==> src/rtl/core/clt_pkg.sv <==
// Shared types and constants for the command line tokenizer.
// Holds the transfer payload structs, token kinds and character codes.
// No dependencies.
package clt_pkg;

	localparam int LINE_LENGTH = 4096;
	localparam int START_W = 12;
	localparam int LEN_W = 13;
	localparam logic [START_W-1:0] START_MAX = START_W'(LINE_LENGTH - 1);
	localparam logic [LEN_W-1:0] LEN_MAX = LEN_W'(LINE_LENGTH);

	typedef enum logic [3:0] {
		KIND_IDENT   = 4'd0,
		KIND_NUMBER  = 4'd1,
		KIND_STRING  = 4'd2,
		KIND_SEMI    = 4'd3,
		KIND_DOLLAR  = 4'd4,
		KIND_BAR     = 4'd5,
		KIND_OPEN    = 4'd6,
		KIND_CLOSE   = 4'd7,
		KIND_UNKNOWN = 4'd8,
		KIND_END     = 4'd9
	} tok_kind_t;

	typedef enum logic [3:0] {
		MODE_IDLE   = 4'b0001,
		MODE_IDENT  = 4'b0010,
		MODE_NUMBER = 4'b0100,
		MODE_STRING = 4'b1000
	} scan_mode_t;

	localparam logic OP_CHAR = 1'b0;
	localparam logic OP_END  = 1'b1;

	localparam logic [7:0] CH_SEMI   = 8'h3B;
	localparam logic [7:0] CH_DOLLAR = 8'h24;
	localparam logic [7:0] CH_BAR    = 8'h7C;
	localparam logic [7:0] CH_OPEN   = 8'h28;
	localparam logic [7:0] CH_CLOSE  = 8'h29;
	localparam logic [7:0] CH_DOT    = 8'h2E;
	localparam logic [7:0] CH_UNDER  = 8'h5F;
	localparam logic [7:0] CH_QUOTE  = 8'h22;

	typedef struct packed {
		logic       operation;
		logic [7:0] ch;
	} cmd_t;

	typedef struct packed {
		tok_kind_t          kind;
		logic [START_W-1:0] start_pos;
		logic [LEN_W-1:0]   token_len;
		logic               last_in_run;
	} tok_t;

endpackage

==> src/rtl/core/command_line_tokenizer_core.sv <==
// Command line tokenizer core: scans one character per transfer and emits tokens.
// Depends on clt_pkg for payload structs, token kinds and character codes.
//
// The block takes one character (or the end-of-line marker) per cycle while not
// stalled and returns zero, one or two tokens for it, each with kind, start position
// and length. A new item is taken in the cycle after the previous one whenever the
// token register is empty or its last token leaves in that cycle. An item that
// yields two tokens (a word closed by a punctuation or unknown character, or a flush
// followed by END) holds off the next item until its second token leaves, as there
// is a single token output port. The first token appears in the cycle after the item
// is taken. The end marker returns all scan state to that of a fresh line. Start
// positions saturate at LINE_LENGTH - 1, lengths and the position count at the line length.
module command_line_tokenizer_core (
	input  logic          clk,
	input  logic          arst_n,
	input  logic          cmd_valid,
	output logic          cmd_stall,
	input  clt_pkg::cmd_t cmd_data,
	output logic          tok_valid,
	input  logic          tok_stall,
	output clt_pkg::tok_t tok_data
);
	import clt_pkg::*;

	scan_mode_t         mode_q, nxt_mode;
	logic [START_W-1:0] start_q, nxt_start;
	logic [LEN_W-1:0]   len_q, nxt_len;
	logic [LEN_W-1:0]   char_pos_q, nxt_pos;

	tok_t slot0_q, slot1_q;
	logic valid0_q, valid1_q;

	logic               accept, pop;
	logic [7:0]         c;
	logic               is_alpha, is_digit, is_space;
	logic [START_W-1:0] pos;
	logic [LEN_W-1:0]   len_inc;
	logic [START_W-1:0] start_inc;
	logic               handled;
	logic               flush, single;
	tok_t               flush_tok, single_tok;
	tok_t               res_a, res_b;

	function automatic tok_t make_tok(tok_kind_t k, logic [START_W-1:0] s,
			logic [LEN_W-1:0] n);
		tok_t t;
		t.kind = k;
		t.start_pos = s;
		t.token_len = n;
		t.last_in_run = 1'b0;
		return t;
	endfunction

	assign pop = valid0_q && !tok_stall;
	assign cmd_stall = valid0_q && !(pop && !valid1_q);
	assign accept = cmd_valid && !cmd_stall;
	assign tok_valid = valid0_q;
	assign tok_data = slot0_q;

	assign c = cmd_data.ch;
	assign is_alpha = (c >= 8'h61 && c <= 8'h7A) || (c >= 8'h41 && c <= 8'h5A);
	assign is_digit = c >= 8'h30 && c <= 8'h39;
	assign is_space = c == 8'h20 || (c >= 8'h09 && c <= 8'h0D);
	assign pos = (char_pos_q > LEN_W'(START_MAX)) ? START_MAX : char_pos_q[START_W-1:0];
	assign len_inc = (len_q >= LEN_MAX) ? LEN_MAX : len_q + LEN_W'(1);
	assign start_inc = (start_q == START_MAX) ? START_MAX : start_q + START_W'(1);

	always_comb begin
		nxt_mode = mode_q;
		nxt_start = start_q;
		nxt_len = len_q;
		nxt_pos = (char_pos_q >= LEN_MAX) ? LEN_MAX : char_pos_q + LEN_W'(1);
		handled = 1'b0;
		flush = 1'b0;
		single = 1'b0;
		flush_tok = make_tok(KIND_UNKNOWN, start_q, LEN_W'(1));
		single_tok = make_tok(KIND_UNKNOWN, pos, LEN_W'(1));
		if (cmd_data.operation == OP_END) begin
			flush = mode_q != MODE_IDLE;
			if (mode_q == MODE_IDENT) begin
				flush_tok = make_tok(KIND_IDENT, start_q, len_q);
			end else if (mode_q == MODE_NUMBER) begin
				flush_tok = make_tok(KIND_NUMBER, start_q, len_q);
			end
			single = 1'b1;
			single_tok = make_tok(KIND_END, '0, '0);
			nxt_mode = MODE_IDLE;
			nxt_start = '0;
			nxt_len = '0;
			nxt_pos = '0;
		end else begin
			unique case (mode_q)
				MODE_STRING: begin
					handled = 1'b1;
					if (c == CH_QUOTE) begin
						flush = 1'b1;
						flush_tok = make_tok(KIND_STRING, start_inc, len_q);
						nxt_mode = MODE_IDLE;
						nxt_len = '0;
					end else begin
						nxt_len = len_inc;
					end
				end
				MODE_IDENT: begin
					if (is_alpha || is_digit || c == CH_UNDER) begin
						nxt_len = len_inc;
						handled = 1'b1;
					end else begin
						flush = 1'b1;
						flush_tok = make_tok(KIND_IDENT, start_q, len_q);
						nxt_mode = MODE_IDLE;
						nxt_len = '0;
					end
				end
				MODE_NUMBER: begin
					if (is_digit || c == CH_DOT) begin
						nxt_len = len_inc;
						handled = 1'b1;
					end else begin
						flush = 1'b1;
						flush_tok = make_tok(KIND_NUMBER, start_q, len_q);
						nxt_mode = MODE_IDLE;
						nxt_len = '0;
					end
				end
				MODE_IDLE: begin
				end
				default: begin
				end
			endcase
			if (!handled) begin
				if (is_space) begin
				end else if (is_alpha) begin
					nxt_mode = MODE_IDENT;
					nxt_start = pos;
					nxt_len = LEN_W'(1);
				end else if (is_digit) begin
					nxt_mode = MODE_NUMBER;
					nxt_start = pos;
					nxt_len = LEN_W'(1);
				end else if (c == CH_QUOTE) begin
					nxt_mode = MODE_STRING;
					nxt_start = pos;
					nxt_len = '0;
				end else begin
					single = 1'b1;
					case (c)
						CH_SEMI:   single_tok.kind = KIND_SEMI;
						CH_DOLLAR: single_tok.kind = KIND_DOLLAR;
						CH_BAR:    single_tok.kind = KIND_BAR;
						CH_OPEN:   single_tok.kind = KIND_OPEN;
						CH_CLOSE:  single_tok.kind = KIND_CLOSE;
						default:   single_tok.kind = KIND_UNKNOWN;
					endcase
				end
			end
		end
		res_a = flush ? flush_tok : single_tok;
		res_a.last_in_run = !(flush && single);
		res_b = single_tok;
		res_b.last_in_run = 1'b1;
	end

	always_ff @(posedge clk or negedge arst_n) begin
		if (!arst_n) begin
			mode_q <= MODE_IDLE;
			start_q <= '0;
			len_q <= '0;
			char_pos_q <= '0;
		end else if (accept) begin
			mode_q <= nxt_mode;
			start_q <= nxt_start;
			len_q <= nxt_len;
			char_pos_q <= nxt_pos;
		end
	end

	always_ff @(posedge clk or negedge arst_n) begin
		if (!arst_n) begin
			valid0_q <= 1'b0;
			valid1_q <= 1'b0;
		end else if (accept) begin
			valid0_q <= flush || single;
			valid1_q <= flush && single;
		end else if (pop) begin
			valid0_q <= valid1_q;
			valid1_q <= 1'b0;
		end
	end

	always_ff @(posedge clk) begin
		if (accept) begin
			slot0_q <= res_a;
			slot1_q <= res_b;
		end else if (pop) begin
			slot0_q <= slot1_q;
		end
	end

	a_second_needs_first: assert property (@(posedge clk) disable iff (!arst_n)
		valid1_q |-> valid0_q)
		else $error("second token held without a first");

	a_accept_when_room: assert property (@(posedge clk) disable iff (!arst_n)
		accept |-> !valid1_q)
		else $error("item taken while two tokens are pending");

	a_not_last_has_next: assert property (@(posedge clk) disable iff (!arst_n)
		tok_valid && !tok_data.last_in_run |-> valid1_q)
		else $error("token marked not last with nothing behind it");

	a_end_fields: assert property (@(posedge clk) disable iff (!arst_n)
		tok_valid && tok_data.kind == KIND_END |->
			tok_data.start_pos == '0 && tok_data.token_len == '0 && tok_data.last_in_run)
		else $error("END token carries bad fields");

	a_end_resets: assert property (@(posedge clk) disable iff (!arst_n)
		accept && cmd_data.operation == OP_END |=>
			mode_q == MODE_IDLE && char_pos_q == '0 && len_q == '0)
		else $error("scan state not cleared after end of line");

endmodule

==> config.mk <==
export PLATFORM = sky130hd
export DESIGN_NAME = command_line_tokenizer_core
export DESIGN_NICKNAME = d
export VERILOG_FILES = /design/src/rtl/core/clt_pkg.sv /design/src/rtl/core/command_line_tokenizer_core.sv
export SDC_FILE = /design/constraint.sdc
export NUM_CORES = 1
export LEC_CHECK = 0
export BUFFER_PORTS_ARGS = -buffer_cell sky130_fd_sc_hd__clkbuf_2
export CAP_MARGIN = 15
export CORE_MARGIN = 10
export CORE_UTILIZATION = 47
export DETAILED_ROUTE_END_ITERATION = 10
export PLACE_DENSITY = 0.78
export SYNTH_ARGS = -nofsm -noshare
export SYNTH_HDL_FRONTEND = slang
export SYNTH_SLANG_ARGS = --single-unit
==> constraint.sdc <==
create_clock -name clk -period 2.5 [get_ports clk]
set_clock_uncertainty 0.1 [all_clocks]
set_input_delay 0.5 -clock clk [delete_from_list [all_inputs] [get_ports clk]]
set_output_delay 0.5 -clock clk [all_outputs]
set_load 0.005 [all_outputs]
==> run_results.csv <==
group,metric,value,unit
min_path,hold_path.class,"in2async",
placement,port-buffer-count,44,
grt,grt_pass1_vias,4744,
timing,slew-limit-headroom,0.4940,
outcome,result_of_the_run,"complete, no violations",
timing,grt_setup_unrepaired,"yes",
setup_path,worst_setup_path_end_kind,"flop",
die,die-area,0.01571,mm2
synth,ys_async_sr_fraction,0.4835,
finish,layout.cells.non_filler,785,
die,std_cell_rows,38,
timing,period_share,0.9717,
cts,cts_tree,"built",
cts,cts-buffers-inserted,9,
timing,final.hold.worst_slack,0.06652,ns
synth,syn-instance-count,548,
synth,dominantRegCellSynth,"sky130_fd_sc_hd__edfxtp_1",
setup_path,r2r_cells,5,
setup_path,crit_fanout,8,
setup_path,critical_path_cell_list,"o21ai_0 > o211ai_1 > nor4_1 > a21oi_1 > o41ai_1",
die,dieHeight,125.3,um
synth,syn-cell-area,0.005215,mm2
synth,synth.most_common_cell,"sky130_fd_sc_hd__nor2_1",
routing,drc_errors,0,
synth,yosys_warnings,0,
setup_path,cpLargestDelayFamily,"compound AO/OA/AOI/OAI gates",
synth,synth-edff-count,47,
setup_path,cp-start-kind,"flop",
timing,hold_viol,0,
cts,clockBufferDepth,2,
finish,count_of_fill_cells_added_during_filler_insertion,920,
setup_path,crit_cells,5,
timing,clock.fmax,411.6,MHz
power,p_leak,2.499,nW
synth,post_synth_num_cell_types,78,
setup_path,timing.critical_path.required,2.65,ns
setup_path,timing.critical_path.arrival,2.58,ns
grt,grt.total_usage,0.1820,
routing,vias,4976,
synth,post_synthesis_mean_instance_area,9.516,um2
grt,global_route_wire_length_before_repair,24.26,mm
finish,layout_cells_sized_above_1,0.2450,
routing,viasPerCell,6.339,
job,max-cap-violations,0,
placement,hpwl_after_dpl,10.29,mm
grt,grt.overflow.total,0,
cts,ctsRootBufferMaster,"sky130_fd_sc_hd__clkbuf_8",
cts,ctsHtreeMaxLevel,3,
grt,groute.layer.met1.usage,0.2320,
timing,worst_margin_pin_slew,0.7557,ns
synth,synth.top_cells.by_count,"sky130_fd_sc_hd__nor2_1, sky130_fd_sc_hd__nand2_1, sky130_fd_sc_hd__edfxtp_1, sky130_fd_sc_hd__dfrtp_1, sky130_fd_sc_hd__o21ai_0",
grt,grtUsageMet3,0.03887,
setup_path,cp_slowest_stage_delay,0.58,ns
timing,finalWorstPathRequiredPeriod,2.429,ns
die,placeableCoreArea,0.01084,mm2
die,io-pin-count,45,
cts,numClockSinks,91,
routing,route.detailed.wl_per_inst,18.87,um
die,die_w,125.3,um
synth,synth.top_cell.area_share,0.2706,
routing,drt_first_iter_violations,691,
placement,post-place-cells,768,
setup_path,worst-path-buf-inv,0,
cts,worst_setup_hold_path_clk_slew,0.09,ns
timing,report.final.slew_viol_count,0,
synth,synth_fp_nets,566,
routing,totalWireLength,14.81,mm
synth,yosys_register_bits,91,
die,starting_utilization_of_the_core_area,0.4811,
synth,netlist_top_cells_area,"sky130_fd_sc_hd__edfxtp_1, sky130_fd_sc_hd__dfrtp_1, sky130_fd_sc_hd__o21ai_0",
synth,yosysTopAreaCell,"sky130_fd_sc_hd__edfxtp_1",
power,worst_ir_drop_vdd,0.0003077,V
grt,peak_usage_layer_in_the_global_routing_report,"met2",
finish,design.final.nets,658,
timing,setup_ws_final,0.07072,ns
power,power.density_cell_area,613.0,mW/mm2
synth,seq_area_frac_synth,0.4820,
grt,grt_max_degree,47,
finish,ant_cells,0,
setup_path,critPathSlowestCell,"sky130_fd_sc_hd__nor4_1",
grt,grt.met2_usage,0.3002,
placement,place_ws,-0.2309,ns
placement,finalWeightedCongestion,0.9350,
setup_path,timing_worst_setup_path_type,"reg2reg",
routing,antenna_left,0,
grt,grt_antenna_before_repair,0,
finish,areaGrowthSynthToFinish,20.68,%
routing,first_pass_iters,5,
timing,report.final.setup_viol,0,
cts,clock_insertion_delay_worst_skew,0.37,ns
layout make-up:
class                      instances  area, um2  area share
inverter                          23      86.33     0.01372
tap                              140      175.2     0.02783
timing repair buffer             115      778.2      0.1237
clock buffer                      13      170.2     0.02704
clock inverter                     3      20.02    0.003181
multi-input combinational        400       2550      0.4052
sequential                        91       2514      0.3994
flip-flops by register name, indices dropped and copies added (netlist names):
| name | flops |
|---|---|
| slot1_q | 17 |
| valid1_q | 1 |
| tok_valid | 1 |
| char_pos_q | 13 |
| start_q | 12 |
| mode_q | 4 |
| tok_data | 30 |
| len_q | 13 |
cell families after synthesis:
logic type,count (synthesis),synth area share
buffers and inverters,57,0.04582
DFF,91,0.4820
muxes,2,0.003839
xor gates and xnor gates,1,0.001680
adders and majority gates,5,0.01200
and+or+nand+nor,238,0.2433
AOI/OAI and AO/OA,154,0.2114
placed cells by master, fill, tap and decap left out, types with 8 or more instances in the layout:
cell,instances
sky130_fd_sc_hd__a21oi_1,14
sky130_fd_sc_hd__a31oi_1,8
sky130_fd_sc_hd__and3_1,12
sky130_fd_sc_hd__buf_4,69
sky130_fd_sc_hd__clkbuf_2,44
sky130_fd_sc_hd__clkbuf_8,10
sky130_fd_sc_hd__dfrtp_1,43
sky130_fd_sc_hd__edfxtp_1,47
sky130_fd_sc_hd__inv_1,22
sky130_fd_sc_hd__nand2_1,50
sky130_fd_sc_hd__nand2b_1,8
sky130_fd_sc_hd__nand3_1,34
sky130_fd_sc_hd__nand4_1,14
sky130_fd_sc_hd__nor2_1,53
sky130_fd_sc_hd__nor3_1,17
sky130_fd_sc_hd__o21ai_0,42
stage by stage:
step	setup TNS, ns	area (um2)	total power [mW]	util
finish	0	6294	3.858	0.5806
global route	-0.1644	6294	4.050	0.5806
CTS	0	6248	3.841	0.5764
detailed placement	-9.546	6058	2.879	0.5589
global placement	-5.158	6058	2.831	0.5589
floorplan	0	5248	2.473	-
where the power goes:
group / internal, mW / leakage [nW] / total (mW) / switching, mW
registers: 1.80 / 1.06 / 1.99 / 0.189
logic: 0.357 / 1.34 / 0.891 / 0.534
clock network: 0.451 / 0.0991 / 0.981 / 0.529
total: 2.61 / 2.50 / 3.86 / 1.25
routing by layer:
metal	share of wire	routed length, um	vias to the layer above
met1	0.41	6137	2412
met3	0.080	1190	33
met4	0.022	326	0
met2	0.48	7159	253
met5	0	0	-
li1	-	-	2278
repair_timing:
action                                  CTS  global route
setup buffers                             0             1
endpoints found under the setup margin    0            14
hold endpoints to repair                  0             0
hold buffers                              0             0
gates resized for setup                   0             7
worst paths after layout:
path                                           startpoint                         to  slack, ns
worst min-delay path                               arst_n     start_q[4]$_DFFE_PN0P_       0.07
worst max register to register      mode_q[3]$_DFFE_PN0P_      len_q[10]$_DFFE_PN0P_       0.07
worst min register to register  char_pos_q[9]$_DFFE_PN0P_  char_pos_q[9]$_DFFE_PN0P_       0.44
worst max-delay path                mode_q[3]$_DFFE_PN0P_      len_q[10]$_DFFE_PN0P_       0.07
max in group asynchronous                          arst_n       len_q[7]$_DFFE_PN0P_       1.57
min in group clk                                cmd_valid      tok_valid$_DFFE_PN0P_       0.33
Power figures use the tool's default switching activity.
